### src/rtl/core/assert_macros.svh
// ----------------------------------------------------------------------------
// Assertion macros for the core RTL
// Clocked, reset-gated concurrent forms of the usual property shapes.
// ----------------------------------------------------------------------------
`ifndef ASSERT_MACROS_SVH
`define ASSERT_MACROS_SVH

// cond must never be true at a clock edge outside reset
`define ASSERT_NEVER(label, clk, rst_n, cond, msg) \
	label: assert property (@(posedge clk) disable iff (!rst_n) !(cond)) \
		else $error(msg);

// ante implies cons in the same cycle
`define ASSERT_IMPL(label, clk, rst_n, ante, cons, msg) \
	label: assert property (@(posedge clk) disable iff (!rst_n) (ante) |-> (cons)) \
		else $error(msg);

`endif

### src/rtl/core/potts_ram.sv
// ----------------------------------------------------------------------------
// potts_ram
// Generic single-port RAM, one access per cycle, registered read data.
// ----------------------------------------------------------------------------
`default_nettype none

module potts_ram #(
	parameter int WIDTH = 8,
	parameter int DEPTH = 256,
	localparam int ADDR_W = $clog2(DEPTH)
) (
	input  wire logic              clk,
	input  wire logic              we,
	input  wire logic [ADDR_W-1:0] addr,
	input  wire logic [WIDTH-1:0]  wdata,
	output logic      [WIDTH-1:0]  rdata
);

	logic [WIDTH-1:0] mem [DEPTH];

	always_ff @(posedge clk) begin
		if (we) begin
			mem[addr] <= wdata;
		end
		rdata <= mem[addr];
	end

endmodule

`default_nettype wire

### config.mk
export PLATFORM = sky130hd
export DESIGN_NAME = potts_ram
export DESIGN_NICKNAME = d
export VERILOG_FILES = /design/src/rtl/core/assert_macros.svh /design/src/rtl/core/potts_ram.sv
export SDC_FILE = /design/constraint.sdc
export NUM_CORES = 2
export LEC_CHECK = 0
export BUFFER_PORTS_ARGS = -buffer_cell sky130_fd_sc_hd__buf_4
export CAP_MARGIN = 5
export CORE_MARGIN = 1
export CORE_UTILIZATION = 40
export DETAILED_ROUTE_END_ITERATION = 10
export PLACE_DENSITY = 0.51
export SKIP_LAST_GASP = 1
export SLEW_MARGIN = 30
export SYNTH_ARGS = -nofsm -noshare
export SYNTH_HDL_FRONTEND = slang
export SYNTH_SLANG_ARGS = --single-unit
### constraint.sdc
create_clock -name clk -period 4 [get_ports clk]
set_input_delay 0.2 -clock clk [delete_from_list [all_inputs] [get_ports clk]]
set_output_delay 0.2 -clock clk [all_outputs]
set_load 0.02 [all_outputs]
# [After elaboration in Yosys (flattened, before gate mapping)]
# Memories as Yosys holds them, arrays and structs flattened. A register that Yosys moved wholly into a read port is not among the register bits.
# Index checks and enable logic that the tools add are counted.
[word_totals] reg_bits=0 ram_bits=2048 mem_count=1 wordCells=3 input_bits=18 out_inout_bits=8
[memory_table] memory="mem" depth=256 word_bits=8 rd=1 rd_clocked_by_memory_dff=1 wr=1 line="potts_ram.sv:19" text="logic [WIDTH-1:0] mem [DEPTH];"
[classes] muxes=2
[op_table] operator="$mux 1" n=2

# [Depth between registers and ports, before layout]
[logic_depth] ltp_word=2 mapped_depth=10 mapped_depth_nobuf=5

# [Worst setup path after synthesis]
# OpenSTA, ideal clock, no wires.
[synth_timing] path_type="input-to-reg" startpoint="input addr[1]" endpoint="memory mem[111][0], enable pin" arrival_time_ns=2.049 path_slack_ns=1.581 setup_ns=0.370 path_stages=9 required_time_ns=3.630 path_buffers=5 path_cell_list="buf_2 clkbuf_1 clkbuf_1 nand2_1 buf_2 nor2_1 nand2_1 clkbuf_1 nor2_1"
[synth_lines] item="start: declaration" line="potts_ram.sv:14" text="input wire logic [ADDR_W-1:0] addr,"
[synth_lines] item="end: declaration" line="potts_ram.sv:19"
# Straight into the memory's write port.

==> metrics.cfg <==
[run_status]
status = finished, final reports clean

[route]
drtIter0Drc = 3947
num_vias = 37829
routed_wl_um = 205000
viasPerCell = 5.58
drtPass1Iterations = 5
drtAntennaViolNets = 0
drcViolationCount = 0
wl_per_cell_um = 30.2

[floorplanning]
num_io_pins = 26
dieWidth_um = 445
core_area_sq_um = 195000
start_util = 0.403
fp-row-count = 162
die-height_um = 445
dieArea_sq_um = 198000

[synth]
synth_xor_area_frac = 0
synth.net_count = 3565
synth_ff_type = edfxtp_1
synth.avg_cell_area_sq_um = 22.1
syn_area_sq_um = 78500
ys_types = 22
synth_edf_count = 2048
muxShareOfSynthArea = 0.147
synth_compound_area_frac = 0.0362
synth_seq_area_share = 0.786
syn_inst = 3547
yosys.area_share.simple = 0.0173
synthArstFlopShare = 0
yosys_warnings = 0
synth_top_family_by_area = multiplexers
synth_seq_cells = 2056
synthAdderAreaFrac = 0

[grt]
antenna_found_initial = 5
grt_pass1_wl_um = 293000
first_global_vias = 39006
overflow = 0
track_usage = 0.208
grt_max_degree = 148

[sta]
setup_viol = 0
rsz0062_at_grt = false
whs_ps = 104
slew_headroom = 0.336
finClkSkew_ps = 32.3
worst_pin_slew_ps = 983
fin_crit_sh = 0.703
fmax_mhz = 355
tns_ps = 0
period_needed_ps = 2810
hold_viol_final = 0
timing.final.ws_setup_ps = 1190
drv_slew = 0

[finish]
final_layout_size_suffix_gt1_frac = 0.304
nFillCells = 16247
mostFrequentLayoutCells = 2048 x edfxtp_1, 512 x mux4_2, 392 x buf_4
area_delta_synth_final_pct = 16.6
layout.nets = 3998
layout_commonest_cell = edfxtp_1
final_util = 0.469

[power]
ir_drop_mv = 0.384
powerDensity_nw_per_um2 = 493
power.leakage_nw = 28.4

[clock_network]
cts-root-buf = clkbuf_16
htree_levels = 4
numCtsBuffers = 211
cts_resized = 0
ctsHoldBuffers = 10
clk_path_buf_depth = 3
clk_latency_ps = 850
cts_setup_buffers = 0
clock-sinks = 2056
cts.clk_slew.worst_paths_ps = 60
tritoncts = built

[worst_setup_path]
critPathKind = in2reg
cp_max_fo = 59
cp.required_ps = 4680
end_kind = register
crit_path_start_kind = input port
cp.arrival_ps = 3500
crit_path_cell_trace = buf_8, buf_12, mux4_2, a22oi_1, a21oi_1, o41ai_1, nand4_1
critPathMaxStageDelay_ps = 850
cp_slowest_cell = o41ai_1

[placement]
finalWeightedCongestion = 0.794
place_hpwl_um = 126000
dp_slack_ps = 218
portBuffers = 25

[worst_hold_path]
min_path_type = in2reg

[flow_run]
max-cap-violations = 0

-- stage by stage --
stage          power, mW  area [sq um]  cells
2_1_floorplan       25.3         78500   3547
5_1_grt             46.4         91500   6782
3_3_place_gp        26.4         84600   6379
4_1_cts             45.6         91400   6779
3_5_place_dp        26.4         84600   6379
6_report            45.1         91500   6785
-- flip-flops by register name, summed over array words and instances (netlist names) --
signal  count
rdata       8
mem      2048
-- path summary, 6_finish.rpt --
check | end | startpoint | cells after the start | slack [ps]
setup / recovery | rdata[0] | addr[0] | 7 | 1190
hold / removal | rdata[0] | addr[6] | 5 | 100
setup reg to reg | rdata[3] | mem[255][3] | 6 | 1250
hold reg to reg | rdata[7] | mem[36][7] | 5 | 990
-- power breakdown --
group | internal (mW) | switching, mW
combinational | 0.776 | 1.37
sequential | 23.7 | 0.0445
clock | 10.9 | 8.25
total | 35.4 | 9.67
-- area by class of cell --
cell class / instances / area, sq um / area share
Clock inverter: 126 / 1210 / 0.0132
Multi-Input combinational cell: 1258 / 15800 / 0.173
Inverter: 1 / 3.75 / 0.0000410
Sequential cell: 2056 / 61700 / 0.674
Antenna cell: 4 / 10.0 / 0.000109
Clock buffer: 264 / 5520 / 0.0603
Tap cell: 2624 / 3280 / 0.0359
Timing Repair Buffer: 452 / 4010 / 0.0438
-- per-layer routing --
metal  track usage  share of wire  vias up
met5             0              0        -
met4        0.0543          0.023        0
met3        0.0328          0.054      238
met2         0.331           0.48     1084
met1         0.299           0.44    20534
li1              -              -    15973
-- worst max-delay path: cells and delay by family --
family	cells	cell delay (ps)
AO/OA/AOI/OAI	3	1540
multiplexers	1	590
AND/OR/NAND/NOR	1	180
buffers and inverters	2	900
-- synthesized netlist by cell type (13+ instances only) --
| master | count | share of area |
|---|---|---|
| edfxtp_1 | 2048 | 0.78 |
| mux4_2 | 512 | 0.15 |
| a22oi_1 | 256 | 0.024 |
| nor2_1 | 232 | 0.011 |
| clkbuf_1 | 145 | 0.0069 |
| a21oi_1 | 128 | 0.0082 |
| buf_2 | 36 | 0.0023 |
| o41ai_1 | 32 | 0.0036 |
| nor3_1 | 30 | 0.0019 |
| nand2_1 | 28 | 0.0013 |
| buf_1 | 19 | 0.00091 |
| buf_4 | 16 | 0.0015 |
| buf_6 | 16 | 0.0023 |
| nand3_1 | 13 | 0.00083 |
-- kinds of logic after synthesis --
kind of cell	after synthesis
AO/OA/AOI/OAI	416
buffers and inverters	233
flip-flops	2056
multiplexers	512
AND/OR/NAND/NOR	330
(Power assumes the default switching activity.)
