===== config.mk =====
export PLATFORM = sky130hd
export DESIGN_NAME = potts_ctrl
export DESIGN_NICKNAME = d
export VERILOG_FILES = /design/src/rtl/core/potts_pkg.sv /design/src/rtl/core/potts_ctrl.sv
export VERILOG_INCLUDE_DIRS = /design/src /design/src/rtl/core
export SDC_FILE = /design/constraint.sdc
export NUM_CORES = 1
export LEC_CHECK = 0
export ABC_AREA = 1
export BUFFER_PORTS_ARGS = -buffer_cell sky130_fd_sc_hd__clkbuf_2
export CELL_PAD_IN_SITES_DETAIL_PLACEMENT = 0
export CELL_PAD_IN_SITES_GLOBAL_PLACEMENT = 1
export CORE_MARGIN = 1
export CORE_UTILIZATION = 37
export DETAILED_ROUTE_END_ITERATION = 10
export PLACE_DENSITY = 0.89
export SLEW_MARGIN = 20
export SYNTH_ARGS = -nofsm -noshare
export SYNTH_HDL_FRONTEND = slang
export SYNTH_SLANG_ARGS = --single-unit

===== constraint.sdc =====
create_clock -name clk -period 4.6 [get_ports clk]
set_input_delay 0.23 -clock clk [delete_from_list [all_inputs] [get_ports clk]]
set_output_delay 0.23 -clock clk [all_outputs]
set_load 0.05 [all_outputs]

===== src/rtl/core/assert_macros.svh =====
// ----------------------------------------------------------------------------
// Assertion macros for the core RTL
// Clocked, reset-gated concurrent forms of the usual property shapes.
// ----------------------------------------------------------------------------
`ifndef ASSERT_MACROS_SVH
`define ASSERT_MACROS_SVH

// cond must never be true at a clock edge outside reset
`define ASSERT_NEVER(label, clk, rst_n, cond, msg) \
	label: assert property (@(posedge clk) disable iff (!rst_n) !(cond)) \
		else $error(msg);

// ante implies cons in the same cycle
`define ASSERT_IMPL(label, clk, rst_n, ante, cons, msg) \
	label: assert property (@(posedge clk) disable iff (!rst_n) (ante) |-> (cons)) \
		else $error(msg);

`endif


===== src/rtl/core/potts_pkg.sv =====
// ----------------------------------------------------------------------------
// potts_pkg
// Types and constants for the Potts Metropolis spin update core.
// ----------------------------------------------------------------------------
`default_nettype none

package potts_pkg;

	localparam int MAX_WIDTH_DEF  = 128;
	localparam int MAX_HEIGHT_DEF = 128;
	localparam int MAX_STATES_DEF = 16;

	// match counts run 0..4, five values per axis of the table
	localparam int MATCH_SPAN = 5;
	localparam int TABLE_ROW  = MATCH_SPAN * MATCH_SPAN;
	localparam logic [2:0]  MATCH_MAX = 3'd4;
	localparam logic [16:0] PROB_ONE  = 17'd65536;

	localparam logic [7:0] WIDTH_RST  = 8'd128;
	localparam logic [7:0] HEIGHT_RST = 8'd128;
	localparam logic [4:0] STATES_RST = 5'd2;

	typedef enum logic [1:0] {
		REG_WIDTH  = 2'd0,
		REG_HEIGHT = 2'd1,
		REG_STATES = 2'd2
	} potts_reg_t;

	typedef enum logic [1:0] {
		OP_LOAD  = 2'd0,
		OP_WRITE = 2'd1,
		OP_READ  = 2'd2,
		OP_STEP  = 2'd3
	} potts_op_t;

	typedef enum logic [2:0] {
		ST_IDLE,
		ST_EXEC,
		ST_SITE,
		ST_NBR,
		ST_TABLE,
		ST_DECIDE,
		ST_DONE
	} potts_state_t;

	typedef struct packed {
		logic [1:0]  op;
		logic [6:0]  site_x;
		logic [6:0]  site_y;
		logic [3:0]  spin_value;
		logic [3:0]  other_spin;
		logic [2:0]  old_matches;
		logic [2:0]  new_matches;
		logic [3:0]  candidate_offset;
		logic [15:0] random_draw;
		logic [16:0] probability;
	} potts_in_t;

	typedef struct packed {
		logic [3:0] result_spin;
		logic       accepted;
		logic [2:0] old_match_count;
		logic [2:0] new_match_count;
		logic       status;
	} potts_out_t;

	typedef struct packed {
		logic [7:0] width;
		logic [7:0] height;
		logic [4:0] states;
	} potts_cfg_t;

endpackage

`default_nettype wire


===== src/rtl/core/potts_ctrl.sv =====
// ----------------------------------------------------------------------------
// potts_ctrl
// Sequencer and datapath: walks site, neighbors and table through the two
// single-port stores, one access per cycle, with old and new match counters.
// ----------------------------------------------------------------------------
`default_nettype none
`include "assert_macros.svh"

module potts_ctrl import potts_pkg::*; #(
	parameter int MAX_WIDTH  = MAX_WIDTH_DEF,
	parameter int MAX_HEIGHT = MAX_HEIGHT_DEF,
	parameter int MAX_STATES = MAX_STATES_DEF,
	localparam int LAT_AW = $clog2(MAX_WIDTH * MAX_HEIGHT),
	localparam int TBL_AW = $clog2(MAX_STATES * MAX_STATES * TABLE_ROW)
) (
	input  wire logic              clk,
	input  wire logic              arst_n,
	input  wire potts_cfg_t        cfg,
	input  wire logic              req_valid,
	output logic                   req_stall,
	input  wire potts_in_t         req,
	output logic                   res_valid,
	input  wire logic              res_ready,
	output potts_out_t             res,
	output logic                   lat_we,
	output logic      [LAT_AW-1:0] lat_addr,
	output logic      [3:0]        lat_wdata,
	input  wire logic [3:0]        lat_rdata,
	output logic                   tbl_we,
	output logic      [TBL_AW-1:0] tbl_addr,
	output logic      [16:0]       tbl_wdata,
	input  wire logic [16:0]       tbl_rdata
);

	potts_state_t state_q, state_d;
	potts_in_t    item_q;
	logic         bad_q;
	logic [3:0]   olds_q;
	logic [3:0]   res_spin_q;
	logic         acc_q;
	logic [2:0]   oc_q;
	logic [2:0]   nc_q;
	logic [1:0]   nbr_q;

	logic       cfg_ok, site_bad, arg_bad;
	logic       stale, take;
	logic [3:0] cand;
	logic [7:0] x8, y8, xm, xp, ym, yp, sel_x, sel_y;
	logic [3:0] t_old, t_new;
	logic [2:0] t_om, t_nm;

	// argument checks on the incoming item
	always_comb begin
		cfg_ok = (cfg.width >= 8'd2) && (32'(cfg.width) <= MAX_WIDTH) &&
			(cfg.height >= 8'd2) && (32'(cfg.height) <= MAX_HEIGHT) &&
			(cfg.states >= 5'd2) && (32'(cfg.states) <= MAX_STATES);
		site_bad = ({1'b0, req.site_x} >= cfg.width) || ({1'b0, req.site_y} >= cfg.height);
		case (potts_op_t'(req.op))
			OP_LOAD: arg_bad = ({1'b0, req.spin_value} >= cfg.states) ||
				({1'b0, req.other_spin} >= cfg.states) ||
				(req.old_matches > MATCH_MAX) || (req.new_matches > MATCH_MAX) ||
				(req.probability > PROB_ONE);
			OP_WRITE: arg_bad = site_bad || ({1'b0, req.spin_value} >= cfg.states);
			OP_READ:  arg_bad = site_bad;
			OP_STEP:  arg_bad = site_bad ||
				({1'b0, req.candidate_offset} >= (cfg.states - 5'd1));
			default:  arg_bad = 1'b1;
		endcase
		arg_bad = arg_bad || !cfg_ok;
	end

	// torus neighbor coordinates
	always_comb begin
		x8 = {1'b0, item_q.site_x};
		y8 = {1'b0, item_q.site_y};
		xm = (x8 == 8'd0) ? cfg.width - 8'd1 : x8 - 8'd1;
		ym = (y8 == 8'd0) ? cfg.height - 8'd1 : y8 - 8'd1;
		xp = (x8 + 8'd1 == cfg.width) ? 8'd0 : x8 + 8'd1;
		yp = (y8 + 8'd1 == cfg.height) ? 8'd0 : y8 + 8'd1;
		sel_x = x8;
		sel_y = y8;
		if (state_q == ST_SITE) begin
			sel_x = xm;
		end else if (state_q == ST_NBR) begin
			case (nbr_q)
				2'd0: sel_y = ym;
				2'd1: sel_x = xp;
				2'd2: sel_y = yp;
				default: ;
			endcase
		end
		lat_addr = LAT_AW'(32'(sel_y) * MAX_WIDTH + 32'(sel_x));
	end

	// candidate skips the current spin
	assign cand  = (item_q.candidate_offset < olds_q) ? item_q.candidate_offset :
		item_q.candidate_offset + 4'd1;
	assign stale = {1'b0, lat_rdata} >= cfg.states;
	assign take  = {1'b0, item_q.random_draw} <= tbl_rdata;

	always_comb begin
		if (state_q == ST_EXEC) begin
			t_old = item_q.spin_value;
			t_new = item_q.other_spin;
			t_om  = item_q.old_matches;
			t_nm  = item_q.new_matches;
		end else begin
			t_old = olds_q;
			t_new = cand;
			t_om  = oc_q;
			t_nm  = nc_q;
		end
		tbl_addr = TBL_AW'(32'(t_old) * (MAX_STATES * TABLE_ROW) + 32'(t_new) * TABLE_ROW +
			32'(t_om) * MATCH_SPAN + 32'(t_nm));
	end

	always_ff @(posedge clk or negedge arst_n) begin
		if (!arst_n) begin
			state_q <= ST_IDLE;
		end else begin
			state_q <= state_d;
		end
	end

	always_comb begin
		state_d   = state_q;
		req_stall = (state_q != ST_IDLE);
		res_valid = 1'b0;
		lat_we    = 1'b0;
		tbl_we    = 1'b0;
		lat_wdata = item_q.spin_value;
		tbl_wdata = item_q.probability;
		case (state_q)
			ST_IDLE: begin
				if (req_valid) begin
					state_d = ST_EXEC;
				end
			end
			ST_EXEC: begin
				if (bad_q) begin
					state_d = ST_DONE;
				end else begin
					case (potts_op_t'(item_q.op))
						OP_LOAD: begin
							tbl_we  = 1'b1;
							state_d = ST_DONE;
						end
						OP_WRITE: begin
							lat_we  = 1'b1;
							state_d = ST_DONE;
						end
						OP_READ, OP_STEP: state_d = ST_SITE;
						default: state_d = ST_DONE;
					endcase
				end
			end
			ST_SITE: begin
				if (item_q.op == OP_READ || stale) begin
					state_d = ST_DONE;
				end else begin
					state_d = ST_NBR;
				end
			end
			ST_NBR: begin
				if (nbr_q == 2'd3) begin
					state_d = ST_TABLE;
				end
			end
			ST_TABLE: state_d = ST_DECIDE;
			ST_DECIDE: begin
				if (take) begin
					lat_we    = 1'b1;
					lat_wdata = cand;
				end
				state_d = ST_DONE;
			end
			ST_DONE: begin
				res_valid = 1'b1;
				if (res_ready) begin
					state_d = ST_IDLE;
				end
			end
			default: state_d = ST_IDLE;
		endcase
	end

	always_ff @(posedge clk) begin
		case (state_q)
			ST_IDLE: begin
				if (req_valid) begin
					item_q     <= req;
					bad_q      <= arg_bad;
					res_spin_q <= 4'd0;
					acc_q      <= 1'b0;
					oc_q       <= 3'd0;
					nc_q       <= 3'd0;
					nbr_q      <= 2'd0;
				end
			end
			ST_EXEC: begin
				if (!bad_q && item_q.op == OP_WRITE) begin
					res_spin_q <= item_q.spin_value;
				end
			end
			ST_SITE: begin
				if (item_q.op == OP_READ) begin
					res_spin_q <= lat_rdata;
				end else begin
					olds_q <= lat_rdata;
					if (stale) begin
						bad_q <= 1'b1;
					end
				end
			end
			ST_NBR: begin
				oc_q  <= oc_q + {2'd0, lat_rdata == olds_q};
				nc_q  <= nc_q + {2'd0, lat_rdata == cand};
				nbr_q <= nbr_q + 2'd1;
			end
			ST_DECIDE: begin
				acc_q      <= take;
				res_spin_q <= take ? cand : olds_q;
			end
			default: ;
		endcase
	end

	always_comb begin
		res.result_spin     = bad_q ? 4'd0 : res_spin_q;
		res.accepted        = bad_q ? 1'b0 : acc_q;
		res.old_match_count = bad_q ? 3'd0 : oc_q;
		res.new_match_count = bad_q ? 3'd0 : nc_q;
		res.status          = bad_q;
	end

	`ASSERT_NEVER(a_one_store_write, clk, arst_n, lat_we && tbl_we, "both stores written at once")
	`ASSERT_IMPL(a_flip_changes_spin, clk, arst_n, (state_q == ST_DECIDE) && lat_we, lat_wdata != olds_q, "flip writes the old spin")
	`ASSERT_IMPL(a_counts_bounded, clk, arst_n, state_q == ST_TABLE, (oc_q <= MATCH_MAX) && (nc_q <= MATCH_MAX), "match count above four")
	`ASSERT_IMPL(a_site_after_exec, clk, arst_n, state_q == ST_SITE, $past(state_q) == ST_EXEC, "site read not issued from exec")

endmodule

`default_nettype wire


# [Word level (Yosys, flattened, before mapping)]
# Index checks and enable logic that the tools add are counted.
[op_classes] addsub=15 n_mul=3 n_lt_le_gt_ge=17 eq_ne=26 muxes=53 bitwise=1 reduce_logical=37
[op_table] cell="2-to-1 mux 4 bit" count=10
[op_table] cell="2-to-1 mux 8 bit" count=5
[op_table] cell="2-to-1 mux 3 bit" count=10
[op_table] cell="2-to-1 mux 7 bit" count=4
[op_table] cell="case mux 3 bit (7 select lines)" count=1
[op_table] cell=">= comparator 4 x 5 -> 1 bit" count=4
[op_table] cell="multiplier 4 x 5 -> 9 bit, second input constant" count=2
[op_table] cell="case mux 3 bit (2 select lines)" count=3
[op_table] cell="greater-than comparator 17 bit, second input constant" count=1
[op_table] cell="<= comparator 16 x 17 -> 1 bit" count=1
[op_table] cell="adder 7 x 1 -> 8 bit, second input constant" count=2
[op_table] cell="== test 8 bit" count=2
[op_table] cell=">= comparator 7 x 8 -> 1 bit" count=2
[op_table] cell=">= comparator 8 x 2 -> 1 bit, second input constant" count=2
[op_table] cell="<= comparator 8 bit, second input constant" count=2
[op_table] cell="case mux 4 bit (4 select lines)" count=1
[op_table] cell="adder 14 x 8 -> 14 bit" count=1
[op_table] cell="logical NOT 7 bit" count=2
[op_table] cell="case mux 7 bit (2 select lines)" count=1
[op_table] cell="subtractor 7 x 1 -> 7 bit, second input constant" count=2
[op_table] cell="adder 13 x 3 -> 13 bit" count=1
[op_table] cell="adder 13 x 6 -> 13 bit" count=1
[op_table] cell="adder 13 x 9 -> 13 bit" count=1
[op_table] cell="== test 2 bit, second input constant" count=6
[op_table] cell="other kinds (36)" count=85
[totals] reg_bits=88 output_inout_bits=64 wordCells=170

# [Logic depth before layout (Yosys ltp)]
[logic_depth] word_depth=10 depth_mapped=29

# [Least setup slack after synthesis]
# No wires, ideal clock.
[synth_timing] path_type="reg-to-output" startpoint="register item_q[34] in the netlist's numbering" endpoint="output port tbl_addr[10]" arrival_time_ps=4915 t_required_ps=4370 slack_ps=-545 stages_incl_launch_ff=25 path_buffers=0 cell_sequence="edfxtp_1 -> ha_1 -> a21boi_1 -> o211ai_1 -> nand2_1 -> nand2_1 -> xnor2_1 -> or2_1 -> o21ai_2 -> inv_1 -> ha_1 -> ha_1 -> inv_1 -> fa_1 -> inv_1 -> ha_1 -> fa_1 -> nand3_1 -> nand2_1 -> nand2_1 -> nand2_1 -> a21oi_1 -> o21ai_0 -> a21o_1 -> xor2_1"
[synth_via] elab_chain_len=7
[synth_lines] element="start, declared" line="potts_ctrl.sv:36" source="potts_in_t item_q;"
[synth_lines] element="start signal, assigned" line="potts_ctrl.sv:191" source="item_q <= req;"
[synth_lines] element="adder 4 x 1 -> 4 bit or less-than comparator 4 bit (tied branches)" line="potts_ctrl.sv:97, potts_ctrl.sv:96"
[synth_lines] element="2-to-1 mux 4 bit (*)" line="potts_ctrl.sv:96" source="assign cand = (item_q.candidate_offset < olds_q) ? item_q.candidate_offset :"
[synth_lines] element="2-to-1 mux 4 bit (*)" line="potts_ctrl.sv:102" source="if (state_q == ST_EXEC) begin"
[synth_lines] element="multiplier 4 x 5 -> 9 bit (*)" line="potts_ctrl.sv:113" source="tbl_addr = TBL_AW'(32'(t_old) * (MAX_STATES * TABLE_ROW) + 32'(t_new) * TABLE_ROW +"
[synth_lines] element="adder 13 x 9 -> 13 bit (*)" line="potts_ctrl.sv:113"
[synth_lines] element="adder 13 x 6 -> 13 bit (*)" line="potts_ctrl.sv:113"
[synth_lines] element="adder 13 x 3 -> 13 bit (*)" line="potts_ctrl.sv:114" source="32'(t_om) * MATCH_SPAN + 32'(t_nm));"
[synth_lines] element="end, declared" line="potts_ctrl.sv:30" source="output logic [TBL_AW-1:0] tbl_addr,"
# Every way passes the cells marked *; elsewhere a longest branch is shown, timed or not.

# [Final worst setup path]
[layout_timing] startpoint="register olds_q[1]" endpoint="output port tbl_addr[12]"
[layout_via] elab_chain_len=7
[layout_lines] element="start, declared" line="potts_ctrl.sv:38" source="logic [3:0] olds_q;"
[layout_lines] element="start signal, assigned" line="potts_ctrl.sv:209" source="olds_q <= lat_rdata;"
[layout_lines] element="less-than comparator 4 bit" line="potts_ctrl.sv:96"
[layout_lines] element="2-to-1 mux 4 bit" line="potts_ctrl.sv:96"
[layout_lines] element="2-to-1 mux 4 bit" line="potts_ctrl.sv:102"
[layout_lines] element="multiplier 4 x 5 -> 9 bit" line="potts_ctrl.sv:113"
[layout_lines] element="adder 13 x 9 -> 13 bit (*)" line="potts_ctrl.sv:113"
[layout_lines] element="adder 13 x 6 -> 13 bit (*)" line="potts_ctrl.sv:113"
[layout_lines] element="adder 13 x 3 -> 13 bit (*)" line="potts_ctrl.sv:114"
# Marked as above.

==> reports/metrics.csv <==
metric,value,unit
h-tree-depth,3,
slowest_delay,0.48,ns
synth_area,0.00783,mm^2
track_usage,0.192,
clock_path_buffers,2,
area_growth,29.4,%
yosys.cell_types.count,48,
vias,6964,
hold_ws,0.0583,ns
crit_slowest_cell,fa_1,
overflow,0,
rsz0062_at_grt,yes,
final_common_cell,nand2_1,
die_x,147,um
required,4.37,ns
drc,0,
period_minus_slack,5.22,ns
finalCritPeriodShare,1.13,
timing.final.ws_setup,-0.620,ns
synth.avg_cell_area,8.06,um^2
async_flop_share,0.0341,
cts_sinks,88,
cp_max_fo,3,
drive_gt1_frac,0.284,
clk_pin_slew_worst_paths,0.07,ns
num_rows,52,
slew_headroom,0.356,
status,"complete, but fails checks",
vias_per_cell,4.76,
crit_path_frequent_cell,nand2_1,
insertion_delay,0.34,ns
dp_hpwl,16.8,mm
synth_xor_area_frac,0.0459,
synth_top_family_by_area,simple AND/OR/NAND/NOR gates,
grt_pass1_wl,32.7,mm
grt_pass1_vias,6920,
mostFrequentLayoutCells,"nand2_1 (179), inv_1 (175), clkbuf_2 (167)",
arrival,4.99,ns
yosys.area_share.simple,0.218,
tightestPinTransition,0.958,ns
ys_seq_area_frac,0.336,
cts_tree,built,
grt_antenna_before_repair,2,
final_nets,1414,
ys.flop_type,edfxtp_1,
cp-start-kind,register,
ioPinCount,177,
fin_skew,0.00887,ns
gp_congestion,0.896,
ant_nets,0,
ys_ff_latch,88,
cts_root_buf,clkbuf_16,
synthAdderAreaFrac,0.197,
syn_inst,971,
cts-buffers-inserted,9,
synth_edf_count,85,
start_util,0.382,
fmaxAchievable,0.192,GHz
grt_max_degree,44,
wl_per_cell,14.0,um
drv_cap,0,
synthMuxAreaShare,0,
wl,20.4,mm
dieArea,0.0217,mm^2
synth_compound_area_frac,0.0929,
synthesis.nets,1201,
violations,negative setup slack,
final_hold_viol_count,0,
drv_slew,0,
port-buffer-count,176,
cp-end-kind,output pin,
yosysWarnings,0,
dr.pass1.iters,4,
core,0.0205,mm^2
drt_iter0_drc,335,
hold_class,primary input to register,
dieHeight,147,um
path_class,register to output pin,
finalSetupTns,-3.23,ns
setup-violations-final,7,
-- cell type report --
| class | instances | area [um^2] |
|---|---|---|
| multi-input cells | 669 | 4760 |
| clock inverters | 6 | 45.0 |
| inverters | 190 | 713 |
| fillers | 1959 | 10400 |
| repair buffers | 226 | 1410 |
| diodes | 3 | 7.51 |
| well taps | 270 | 338 |
| clock buffers | 10 | 229 |
| flip-flops and latches | 88 | 2630 |
-- worst max-delay path: cells and delay by family (launching register included) --
kind / cells / cell delay [ns]
AO/OA/AOI/OAI: 6 / 0.92
adder cells (fa/ha/maj): 6 / 1.80
buffers and inverters: 5 / 0.37
XOR/XNOR: 1 / 0.07
AND/OR/NAND/NOR: 12 / 1.09
flip-flops: 1 / 0.41
-- stage by stage --
stage	setup WS, ns	instance area [um^2]	instances	util
after floorplan	-0.154	7950	971	-
after global routing	-0.875	10100	1459	0.494
after CTS	-0.510	9900	1459	0.483
after global placement	-0.147	9390	1428	0.458
final	-0.620	10100	1462	0.494
after detailed placement	-0.279	9390	1428	0.458
-- metal layers --
metal  vias up  GRT usage  part of all wire
li1       3606          -                 -
met1      3159      0.227              0.43
met2       165      0.340              0.49
met3        34     0.0435             0.050
met4         0     0.0691             0.025
met5         -          0                 0
-- Yosys cell counts, drive strengths merged (2+ instances only) --
library cell	instances	area, um^2
nand2	197	764
nor3	9	60.1
o31ai	3	22.5
buf	18	135
nor2	94	383
nor4	9	56.3
nand3b	2	15.0
xnor2	13	114
a21boi	10	75.1
clkbuf	6	22.5
o21ai	52	279
edfxtp	85	2550
xor2	28	245
inv	189	709
a21o	2	15.0
nand3	47	258
nor3b	2	15.0
dfrtp	3	75.1
a21oi	48	244
nand4	16	106
o21bai	3	22.5
fa	10	200
ha	107	1340
or2	4	25.0
a31oi	5	31.3
-- what timing repair did --
item                       CTS  global route
gates resized for setup     28            41
hold endpoints to repair     3             0
buffers inserted            16             6
setup endpoints to repair    9            10
hold buffers                 1             0
pin swaps                   42            33
-- kinds of logic (layout without fill, tap and decap cells) --
family	Yosys count	after routing
AND/OR/NAND/NOR	383	383
flip-flops	88	88
AO/OA/AOI/OAI	128	128
other	0	3
adder cells (fa/ha/maj)	117	117
buffers and inverters	214	432
XOR/XNOR	41	41
-- registers in the layout (all words and copies together) (netlist names) --
name        flops
oc_q            3
item_q         50
tbl_wdata      17
olds_q          4
res_spin_q      4
nbr_q           2
nc_q            3
bad_q           1
acc_q           1
state_q         3
-- path summary, 6_finish.rpt --
| path | from | end | slack (ns) | cells after the start |
|---|---|---|---|---|
| worst max-delay path | olds_q[1]$_DFFE_PP_ | tbl_addr[12] | -0.62 | 30 |
| worst min-delay path | req[28] | item_q[28]$_DFFE_PP_ | 0.06 | 1 |
| worst max register to register | olds_q[1]$_DFFE_PP_ | nc_q[2]$_SDFFCE_PN0P_ | 1.24 | 18 |
| worst min register to register | item_q[49]$_DFFE_PP_ | res_spin_q[2]$_DFFE_PP_ | 0.63 | 2 |
| max in group asynchronous | arst_n | state_q[2]$_DFFE_PN0P_ | 4.24 | 2 |
| min in group asynchronous | arst_n | state_q[1]$_DFFE_PN0P_ | 0.24 | 2 |
Power is left out: the tool's default activity adds up to more than one toggle a clock period on the data nets, which glitch-free logic cannot reach.
